File: config.mk
export PLATFORM = sky130hd
export DESIGN_NAME = arith_expression_tokenizer
export DESIGN_NICKNAME = d
export VERILOG_FILES = /design/src/sv/aet_pkg.sv /design/src/sv/arith_expression_tokenizer.sv
export SDC_FILE = /design/constraint.sdc
export NUM_CORES = 1
export LEC_CHECK = 0
export BUFFER_PORTS_ARGS = -buffer_cell sky130_fd_sc_hd__buf_2
export CORE_AREA = 2 2 125 127
export DETAILED_ROUTE_END_ITERATION = 10
export DIE_AREA = 0 0 127 129
export PLACE_DENSITY = 0.55
export SYNTH_ARGS = -nofsm -noshare
export SYNTH_HDL_FRONTEND = slang
export SYNTH_SLANG_ARGS = --single-unit
File: constraint.sdc
create_clock -name clk -period 3.28 [get_ports clk]
set_input_delay 0.656 -clock clk [delete_from_list [all_inputs] [get_ports clk]]
set_output_delay 0.656 -clock clk [all_outputs]
set_load 0.02 [all_outputs]
File: src/sv/aet_pkg.sv
// Shared types and constants for the arithmetic expression tokenizer.
// Token kind and class codes, character codes and the result entry type.
// No dependencies.
`default_nettype none

package aet_pkg;

    localparam int MAX_DIGITS   = 9;
    localparam int VALUE_BITS   = 32;
    localparam int NUMBER_W     = 32;
    localparam int KIND_W       = 4;
    localparam int CHAR_W       = 8;
    localparam int DIGIT_CNT_W  = 4;

    typedef enum logic [KIND_W-1:0] {
        TK_NUMBER = 4'd0,
        TK_ADD    = 4'd1,
        TK_SUB    = 4'd2,
        TK_MUL    = 4'd3,
        TK_DIV    = 4'd4,
        TK_POW    = 4'd5,
        TK_LPAREN = 4'd6,
        TK_RPAREN = 4'd7,
        TK_END    = 4'd8,
        TK_ERROR  = 4'd9
    } token_kind_t;

    typedef enum logic [1:0] {
        CLS_NONE   = 2'd0,
        CLS_LPAREN = 2'd1,
        CLS_OTHER  = 2'd2
    } token_class_t;

    typedef enum logic {
        OP_CHAR = 1'b0,
        OP_END  = 1'b1
    } operation_t;

    localparam logic [CHAR_W-1:0] CH_SPACE  = 8'h20;
    localparam logic [CHAR_W-1:0] CH_TAB    = 8'h09;
    localparam logic [CHAR_W-1:0] CH_ZERO   = 8'h30;
    localparam logic [CHAR_W-1:0] CH_NINE   = 8'h39;
    localparam logic [CHAR_W-1:0] CH_PLUS   = 8'h2B;
    localparam logic [CHAR_W-1:0] CH_MINUS  = 8'h2D;
    localparam logic [CHAR_W-1:0] CH_STAR   = 8'h2A;
    localparam logic [CHAR_W-1:0] CH_SLASH  = 8'h2F;
    localparam logic [CHAR_W-1:0] CH_CARET  = 8'h5E;
    localparam logic [CHAR_W-1:0] CH_LPAREN = 8'h28;
    localparam logic [CHAR_W-1:0] CH_RPAREN = 8'h29;

    typedef struct packed {
        token_kind_t          kind;
        logic [NUMBER_W-1:0]  value;
        logic                 last;
    } token_t;

endpackage

`default_nettype wire

File: src/sv/arith_expression_tokenizer.sv
// Streaming lexer for integer arithmetic expressions, one character per request.
// An input request passes the input register, then the token register, before its first token appears.
// Throughput: one request per cycle while m_axis_tready is high; a request yielding two tokens
// stalls the next request while the second token drains from the token register pair.
// Reset (rst_n low, async): lexer state cleared, input and token registers empty.
// Depends on aet_pkg.
`default_nettype none

module arith_expression_tokenizer
    import aet_pkg::*;
(
    input  wire logic                clk,
    input  wire logic                rst_n,
    input  wire logic                s_axis_tvalid,
    output logic                     s_axis_tready,
    input  wire logic [CHAR_W-1:0]   s_axis_tdata,   // [7:0] character
    input  wire logic [0:0]          s_axis_tuser,   // [0] operation
    output logic                     m_axis_tvalid,
    input  wire logic                m_axis_tready,
    output logic [NUMBER_W-1:0]      m_axis_tdata,   // [31:0] number_value
    output logic [KIND_W-1:0]        m_axis_tuser,   // [3:0] token_kind
    output logic                     m_axis_tlast    // last_of_run
);

    // input register
    logic                   in_valid_reg, in_valid_next;
    logic [CHAR_W-1:0]      in_char_reg;
    operation_t             in_op_reg;

    // lexer state
    logic [VALUE_BITS-1:0]  acc_reg, acc_next;
    logic [DIGIT_CNT_W-1:0] dcnt_reg, dcnt_next;
    token_class_t           cls_reg, cls_next;
    logic                   err_reg, err_next;

    // token register pair
    logic   res0_valid_reg, res0_valid_next;
    logic   res1_valid_reg, res1_valid_next;
    token_t res0_reg, res0_next;
    token_t res1_reg, res1_next;

    logic        free_slots;
    logic        consume;
    logic        out_take;

    // per-item decode
    logic                  pre_valid;
    logic [NUMBER_W-1:0]   pre_value;
    logic                  main_valid;
    token_kind_t           main_kind;
    token_kind_t           op_kind;
    logic                  is_digit;
    logic                  flush;
    token_class_t          cls_eff;
    logic [VALUE_BITS-1:0] acc_times10;
    token_t                tok0, tok1;

    assign out_take      = res0_valid_reg && m_axis_tready;
    assign free_slots    = !res1_valid_reg && (!res0_valid_reg || m_axis_tready);
    assign consume       = in_valid_reg && free_slots;
    assign s_axis_tready = !in_valid_reg || consume;

    assign is_digit    = (in_char_reg >= CH_ZERO) && (in_char_reg <= CH_NINE);
    assign flush       = (dcnt_reg != '0);
    assign acc_times10 = (acc_reg << 3) + (acc_reg << 1);

    always_comb
    begin
        case (in_char_reg)
            CH_PLUS:   op_kind = TK_ADD;
            CH_MINUS:  op_kind = TK_SUB;
            CH_STAR:   op_kind = TK_MUL;
            CH_SLASH:  op_kind = TK_DIV;
            CH_CARET:  op_kind = TK_POW;
            CH_LPAREN: op_kind = TK_LPAREN;
            CH_RPAREN: op_kind = TK_RPAREN;
            default:   op_kind = TK_ERROR;
        endcase
    end

    always_comb
    begin
        acc_next   = acc_reg;
        dcnt_next  = dcnt_reg;
        cls_next   = cls_reg;
        err_next   = err_reg;
        pre_valid  = 1'b0;
        pre_value  = NUMBER_W'(acc_reg);
        main_valid = 1'b0;
        main_kind  = TK_END;
        cls_eff    = flush ? CLS_OTHER : cls_reg;

        if (consume)
        begin
            if (in_op_reg == OP_END)
            begin
                if (!err_reg)
                begin
                    pre_valid  = flush;
                    main_valid = 1'b1;
                    main_kind  = TK_END;
                end
                acc_next  = '0;
                dcnt_next = '0;
                cls_next  = CLS_NONE;
                err_next  = 1'b0;
            end
            else if (err_reg)
            begin
                // swallow characters until the end request
            end
            else if (in_char_reg == CH_SPACE || in_char_reg == CH_TAB)
            begin
                pre_valid = flush;
                if (flush)
                begin
                    acc_next  = '0;
                    dcnt_next = '0;
                    cls_next  = CLS_OTHER;
                end
            end
            else if (is_digit)
            begin
                if (dcnt_reg >= DIGIT_CNT_W'(MAX_DIGITS))
                begin
                    // pending number is dropped
                    acc_next   = '0;
                    dcnt_next  = '0;
                    err_next   = 1'b1;
                    main_valid = 1'b1;
                    main_kind  = TK_ERROR;
                end
                else
                begin
                    acc_next  = acc_times10 + VALUE_BITS'(in_char_reg[3:0]);
                    dcnt_next = dcnt_reg + 1'b1;
                    cls_next  = CLS_OTHER;
                end
            end
            else
            begin
                acc_next   = '0;
                dcnt_next  = '0;
                main_valid = 1'b1;
                main_kind  = op_kind;
                if (flush)
                begin
                    pre_valid = 1'b1;
                end
                else if (op_kind == TK_SUB && cls_eff != CLS_OTHER)
                begin
                    // unary minus becomes 0 - x
                    pre_valid = 1'b1;
                    pre_value = '0;
                end
                if (op_kind == TK_ERROR)
                begin
                    err_next = 1'b1;
                end
                cls_next = (op_kind == TK_LPAREN) ? CLS_LPAREN : CLS_OTHER;
            end
        end
    end

    always_comb
    begin
        tok1.kind  = main_kind;
        tok1.value = '0;
        tok1.last  = 1'b1;
        if (pre_valid)
        begin
            tok0.kind  = TK_NUMBER;
            tok0.value = pre_value;
            tok0.last  = !main_valid;
        end
        else
        begin
            tok0 = tok1;
        end
    end

    always_comb
    begin
        in_valid_next   = in_valid_reg;
        res0_valid_next = res0_valid_reg;
        res1_valid_next = res1_valid_reg;
        res0_next       = res0_reg;
        res1_next       = res1_reg;

        if (s_axis_tvalid && s_axis_tready)
        begin
            in_valid_next = 1'b1;
        end
        else if (consume)
        begin
            in_valid_next = 1'b0;
        end

        if (out_take)
        begin
            res0_valid_next = res1_valid_reg;
            res0_next       = res1_reg;
            res1_valid_next = 1'b0;
        end

        // consume only happens with both slots free after this cycle's take
        if (pre_valid || main_valid)
        begin
            res0_valid_next = 1'b1;
            res0_next       = tok0;
            res1_valid_next = pre_valid && main_valid;
            res1_next       = tok1;
        end
    end

    always_ff @(posedge clk or negedge rst_n)
    begin
        if (!rst_n)
        begin
            in_valid_reg   <= 1'b0;
            acc_reg        <= '0;
            dcnt_reg       <= '0;
            cls_reg        <= CLS_NONE;
            err_reg        <= 1'b0;
            res0_valid_reg <= 1'b0;
            res1_valid_reg <= 1'b0;
        end
        else
        begin
            in_valid_reg   <= in_valid_next;
            acc_reg        <= acc_next;
            dcnt_reg       <= dcnt_next;
            cls_reg        <= cls_next;
            err_reg        <= err_next;
            res0_valid_reg <= res0_valid_next;
            res1_valid_reg <= res1_valid_next;
        end
    end

    always_ff @(posedge clk)
    begin
        if (s_axis_tvalid && s_axis_tready)
        begin
            in_char_reg <= s_axis_tdata;
            in_op_reg   <= operation_t'(s_axis_tuser[0]);
        end
        res0_reg <= res0_next;
        res1_reg <= res1_next;
    end

    assign m_axis_tvalid = res0_valid_reg;
    assign m_axis_tdata  = res0_reg.value;
    assign m_axis_tuser  = res0_reg.kind;
    assign m_axis_tlast  = res0_reg.last;

    // second slot only ever holds the tail of a pair behind its head
    assert property (@(posedge clk) disable iff (!rst_n)
        res1_valid_reg |-> (res0_valid_reg && !res0_reg.last && res1_reg.last))
        else $error("token pair order broken");

    assert property (@(posedge clk) disable iff (!rst_n)
        (m_axis_tvalid && m_axis_tuser != TK_NUMBER) |-> (m_axis_tdata == '0))
        else $error("non-number token carries a value");

    assert property (@(posedge clk) disable iff (!rst_n)
        err_reg |-> (dcnt_reg == '0 && acc_reg == '0))
        else $error("number pending after error");

    assert property (@(posedge clk) disable iff (!rst_n)
        (dcnt_reg != '0) |-> (cls_reg == CLS_OTHER && dcnt_reg <= DIGIT_CNT_W'(MAX_DIGITS)))
        else $error("digit count or class inconsistent");

endmodule

`default_nettype wire
# Word-level counts from Yosys, hierarchy flattened
# Index checks and enable logic that the tools add are counted.
# word_totals
ff_bits	92
out_inout_bits	39
word_cells	117
# op_classes
add_sub_neg	3
order_cmp	3
n_eq_ne	16
mux	62
n_reduce_logical	20
# op_table
op	count
$mux W32	13
$mux W37	3
$eq A8 B6 Y1 const B	7
$mux W4	11
$add A32 B32 Y32	1
$add A32 B4 Y32	1
$pmux W4 S7	1
$mux W1	27
$mux W2	7
$eq A8 B4 Y1 const B	1
$eq A8 B7 Y1 const B	1
$ge A8 B6 Y1 const B	1
$le A8 B6 Y1 const B	1
$logic_and A1 B1 Y1	7
$reduce_and A3 Y1	2
$add A4 B1 Y4 const B	1
$eq A4 B2 Y1 const B	1
$eq A4 B3 Y1 const B	1
$eq A4 B4 Y1 const B	1
$ge A4 B4 Y1 const B	1
$logic_not A1 Y1	4
$logic_or A1 B1 Y1	4
$ne A2 B2 Y1 const B	2
$ne A4 B4 Y1 const B	1
3 further kinds	4

# Longest topological paths before layout
# depth
depth_word	13
mapped_depth	11
depth_no_buf	11

# Worst setup path after synthesis
# No wires, ideal clock.
# synth_path
path_type	reg-to-reg
startpoint	register in_char_reg[0]
endpoint	register res0_reg, in the netlist m_axis_tdata[0], enable pin
arrival_ps	2561
t_required_ps	2886
path_slack_ps	325
stages_incl_launch_ff	8
cell_sequence	edfxtp_1 > clkbuf_1 > nand3b_1 > a211o_1 > nand2_1 > or4_1 > a21oi_2 > a211o_1
# synth_via
elab_chain_cells	13
word_cells_on_any_way	30
# synth_rtl
element	line_no	rtl
start, declared	arith_expression_tokenizer.sv:27	logic [CHAR_W-1:0] in_char_reg;
start signal, assigned	arith_expression_tokenizer.sv:244	in_char_reg <= s_axis_tdata;
$eq A8 B6 Y1 or $eq A8 B7 Y1 (tied branches)	arith_expression_tokenizer.sv:69	case (in_char_reg)
$pmux W4 S7	arith_expression_tokenizer.sv:69	
$eq A4 B2 Y1	arith_expression_tokenizer.sv:150	else if (op_kind == TK_SUB && cls_eff != CLS_OTHER)
$logic_and A1 B1 Y1	arith_expression_tokenizer.sv:150	
$mux W1	arith_expression_tokenizer.sv:150	
$mux W1	arith_expression_tokenizer.sv:146	if (flush)
$mux W1	arith_expression_tokenizer.sv:122	else if (is_digit)
$mux W1	arith_expression_tokenizer.sv:112	else if (in_char_reg == CH_SPACE || in_char_reg == CH_TAB)
$mux W1	arith_expression_tokenizer.sv:108	else if (err_reg)
$mux W1	arith_expression_tokenizer.sv:95	if (in_op_reg == OP_END)
$mux W1	arith_expression_tokenizer.sv:93	if (consume)
$logic_or A1 B1 Y1 *	arith_expression_tokenizer.sv:207	if (pre_valid || main_valid)
$reduce_bool A2 Y1 (no source line) *	--	
end signal, assigned	arith_expression_tokenizer.sv:247	res0_reg <= res0_next;
end, declared	arith_expression_tokenizer.sv:39	token_t res0_reg, res0_next;
# Every way passes the cells marked *; elsewhere a longest branch is shown, timed or not.
# A chain may end at the register's enable or synchronous reset.

# Worst setup path after layout
# layout_path
startpoint	register in_char_reg[3]
endpoint	register acc_reg[25]
# layout_via
elab_chain_cells	6
word_cells_on_any_way	14
# layout_rtl
element	line_no	rtl
$add A32 B4 Y32, or another cell as far along	arith_expression_tokenizer.sv:135	acc_next = acc_times10 + VALUE_BITS'(in_char_reg[3:0]);
$mux W32 or $logic_and A1 B1 Y1 (tied branches)	arith_expression_tokenizer.sv:124, arith_expression_tokenizer.sv:63	
$mux W32	arith_expression_tokenizer.sv:122	
$mux W32	arith_expression_tokenizer.sv:112	
$mux W32	arith_expression_tokenizer.sv:108	
$mux W32	arith_expression_tokenizer.sv:95	
end signal, assigned	arith_expression_tokenizer.sv:231	acc_reg <= acc_next;
end, declared	arith_expression_tokenizer.sv:31	logic [VALUE_BITS-1:0] acc_reg, acc_next;
# Parallel ways exist; a longest one is shown, timed or not. The select of a mux whose other input is x is not followed.

==> impl_results.md <==
- Number of non-filler instances in the completed layout: 824
- Final number of max-transition violations: 0
- Instance count of the mapped netlist: 581
- Synthesized Nets: 657
- Met2 routed WL: 6350 um
- Fraction of final layout cells with drive strength greater than 1: 0.154
- Dominant cell type by area after synthesis: sky130_fd_sc_hd__edfxtp_1
- Number of vias in the routed layout: 4569
- Synth Area in Adders: 0.136
- Minimum clock period after layout: 3.04 ns
- Insertion delay of the later-clocked pin in the worst-skew pair: 0.36 ns
- Dpl hpwl: 10000 um
- Count of boundary I/O pins: 52
- Post-synth ARST share: 0.457
- CTS buffer count: 9
- Total routed wire length on the met1 layer: 6700 um
- Path class of the lowest-slack min-delay path: input port to flip-flop
- Number of antenna diodes: 0
- Initial DRC count: 316
- Required @ worst endpoint: 3.50 ns
- Synth Area in Simple Gates: 0.195
- Number of port buffers: 51
- Wire length reported by the detailed router: 13800 um
- Cell total after placement: 808
- Critical hold path startpoint: s_axis_tdata[0]
- Largest buffer count on any clock path: 2
- Proportion of netlist area held by the largest area contributor: 0.254
- Arrival time reported for the critical path endpoint: 3.27 ns
- CTS H-tree depth: 3
- Dominant combinational cell family by area after synthesis: simple AND/OR/NAND/NOR gates
- Syn. warnings: 0
- Sequential share of the synthesized area: 0.432
- Total Nets Final: 707
- Setup crit start: in_char_reg[3]
- Unrepaired setup endpoints after global routing: false
- Sort of element at the end of the critical path: flip-flop
- Root Driver: sky130_fd_sc_hd__clkbuf_16
- Filler cells: 1427
- Die Height: 129 um
- Overall global routing resource usage: 0.180
- Vias per Instance: 5.54
- Die X: 127 um
- Post-route setup TNS: 0 ns
- Mapped Area: 0.00591 mm^2
- CTS tree: yes
- Drc violations: 0
- Share of synthesized area spent on multiplexers: 0.00169
- Status: completed
- Met3 wire length: 482 um
- Final Hold Viols: 0
- Share of the clock period used by the worst path: 0.928
- Area inside the core boundary: 0.0150 mm^2
- Count of hold buffers inserted by post-cts repair: 0
- Maximum operating frequency: 0.328 GHz
- Global-route wire length before repair: 23300 um
- Crit path launch type: flip-flop
- Vias in the first global route: 4522
- Number of enable-type register cells in the synthesized netlist: 50
- Pin count of the biggest net entering global routing: 43
- Synth Flop Type: sky130_fd_sc_hd__edfxtp_1
- Average instance area after synthesis: 10.2 um^2
- Reported max-cap violation count: 0
- Post-synthesis compound-gate area fraction: 0.187
- Final GP Congestion: 0.893
- Overflow after GRT: 0
- Worst supply voltage drop on vdd: 0.243 mV
- Actual slew at the worst max-slew pin: 1.05 ns
- Pwr dens: 352 mW/mm^2
- Area growth from synthesis to layout: 13.4%
- Post-CTS clock slew at the launch and capture registers of the worst setup and hold paths: 0.07 ns
- Leakage component of the power: 2.87 nW
- Sink Count: 92
- Crit path kind: flip-flop to flip-flop
- Max-slew headroom at the worst pin: 0.297
- Top routing layer in use: met4
- Remaining number of nets flagged by the antenna check after routing: 0
- Count of cell types in the netlist: 71
- Length of the first detailed-routing pass in iterations: 5
- Crit-path max FO: 6
- Die Footprint: 0.0164 mm^2
- Setup-violating endpoint count in the final report: 0
- Yosys reg bits: 92
- Post-synthesis share of cell area spent on xor and xnor gates: 0.0222
- Cell row count: 45
- Initial antenna violation count: 0
- Reg-to-reg startpoint: in_char_reg[3]
- Routed wire per std cell: 16.8 um
- Clk_skew: 0.00901 ns
- Leading cell types by total area after synthesis: sky130_fd_sc_hd__edfxtp_1 (25%), sky130_fd_sc_hd__dfrtp_1 (18%), sky130_fd_sc_hd__ha_1 (13%)
- Starting density of the core: 0.394
==> cell families after synthesis <==
kind of cell             Yosys count
multiplexers                       1
AO/OA/AOI/OAI                    165
adder cells (fa/ha/maj)           63
XOR/XNOR                          15
flip-flops                        92
buffers and inverters             36
AND/OR/NAND/NOR                  209
==> final timing paths <==
check | cells after the start | slack [ns] | to
worst max-delay path | 11 | 0.24 | acc_reg[25]
worst min-delay path | 1 | 0.47 | in_char_reg[0]
worst max register to register | 11 | 0.24 | acc_reg[25]
worst min register to register | 2 | 0.50 | cls_reg[0]
max in group asynchronous | 1 | 2.14 | acc_reg[27]
min in group asynchronous | 1 | 0.48 | acc_reg[16]
==> layout by cell type (no fill, tap or decap), drive strengths merged, types with 3 or more instances in the layout <==
cell type,netlist,final
xor2,4,4
buf,10,60
nor3,11,11
o311ai,3,3
nor2,24,24
a32o,3,3
or3,4,4
edfxtp,50,50
inv,15,15
nand2,55,55
nor2b,5,5
ha,61,61
o31ai,6,6
nand3,18,18
a211oi,6,6
or2,9,9
a21oi,40,40
clkinv,0,3
xnor2,11,11
a21o,14,14
and3,6,6
a211o,3,3
a31oi,5,5
clkbuf,11,10
and2,38,38
nand4,8,8
dfrtp,42,42
o211ai,8,8
o21a,9,9
o21bai,3,3
or4,5,5
nand2b,11,11
nand3b,4,4
and4,3,3
o21ai,45,45
==> synth_stat cells (4+ instances only) <==
cell type	instances
sky130_fd_sc_hd__a211oi_1	6
sky130_fd_sc_hd__a21o_1	14
sky130_fd_sc_hd__a21oi_1	38
sky130_fd_sc_hd__a31oi_1	5
sky130_fd_sc_hd__and2_1	36
sky130_fd_sc_hd__and3_1	6
sky130_fd_sc_hd__buf_2	5
sky130_fd_sc_hd__clkbuf_1	11
sky130_fd_sc_hd__dfrtp_1	42
sky130_fd_sc_hd__edfxtp_1	50
sky130_fd_sc_hd__ha_1	61
sky130_fd_sc_hd__inv_1	15
sky130_fd_sc_hd__nand2_1	54
sky130_fd_sc_hd__nand2b_1	11
sky130_fd_sc_hd__nand3_1	17
sky130_fd_sc_hd__nand3b_1	4
sky130_fd_sc_hd__nand4_1	7
sky130_fd_sc_hd__nor2_1	23
sky130_fd_sc_hd__nor2b_1	5
sky130_fd_sc_hd__nor3_1	11
sky130_fd_sc_hd__o211ai_1	8
sky130_fd_sc_hd__o21a_1	9
sky130_fd_sc_hd__o21ai_0	30
sky130_fd_sc_hd__o21ai_1	14
sky130_fd_sc_hd__o31ai_1	6
sky130_fd_sc_hd__or2_1	4
sky130_fd_sc_hd__or2_2	5
sky130_fd_sc_hd__or3_1	4
sky130_fd_sc_hd__or4_1	5
sky130_fd_sc_hd__xnor2_1	11
sky130_fd_sc_hd__xor2_1	4
==> through the flow <==
stage	hold WS, ns	util	power, mW	setup WS [ns]	area, um^2
floorplan	0.360	-	1.24	0.325	5910
global placement	0.484	0.425	1.25	0.320	6370
detailed placement	0.490	0.425	1.25	0.195	6370
CTS	0.456	0.446	2.39	0.171	6690
global route	0.461	0.447	2.44	0.0153	6700
finish	0.470	0.447	2.36	0.235	6700
==> metal layers <==
layer  vias up  GRT usage
li1       2268          -
met1      2166      0.241
met2       114      0.294
met3        21     0.0274
met4         0     0.0730
met5         -          0
==> timing repair <==
item                       in CTS  in global routing
buffers inserted                0                  0
gates resized for setup         0                  3
setup endpoints to repair       0                  3
==> final cells by class <==
class,instances,area [um^2],share of cell area
sequential,92,2550,0.381
multi-input combinational,453,3210,0.480
timing repair buffer,60,323,0.0482
clock inverter,6,88.8,0.0133
inverter,15,56.3,0.00840
clock buffer,10,229,0.0342
tap,188,235,0.0351
==> power breakdown <==
| part | internal, mW | switching [mW] | leakage, nW |
|---|---|---|---|
| registers | 1.21 | 0.000000000000000233 | 0.930 |
| logic | 0.00513 | 0.0132 | 1.79 |
| clock network | 0.668 | 0.462 | 0.150 |
| total | 1.88 | 0.475 | 2.87 |
==> worst max-delay path: stages, from the launching register on <==
cell and delay [ns]:
sky130_fd_sc_hd__edfxtp_1 0.35, sky130_fd_sc_hd__inv_1 0.08, sky130_fd_sc_hd__fa_1 0.60, sky130_fd_sc_hd__inv_1 0.06, sky130_fd_sc_hd__ha_1 0.28, sky130_fd_sc_hd__a21o_1 0.13
sky130_fd_sc_hd__nand3_1 0.12, sky130_fd_sc_hd__a2111oi_2 0.35, sky130_fd_sc_hd__and2b_4 0.27, sky130_fd_sc_hd__o311ai_4 0.32, sky130_fd_sc_hd__nor2b_1 0.22, sky130_fd_sc_hd__o211ai_1 0.12
No activity file was read; power rests on OpenSTA's default activity.
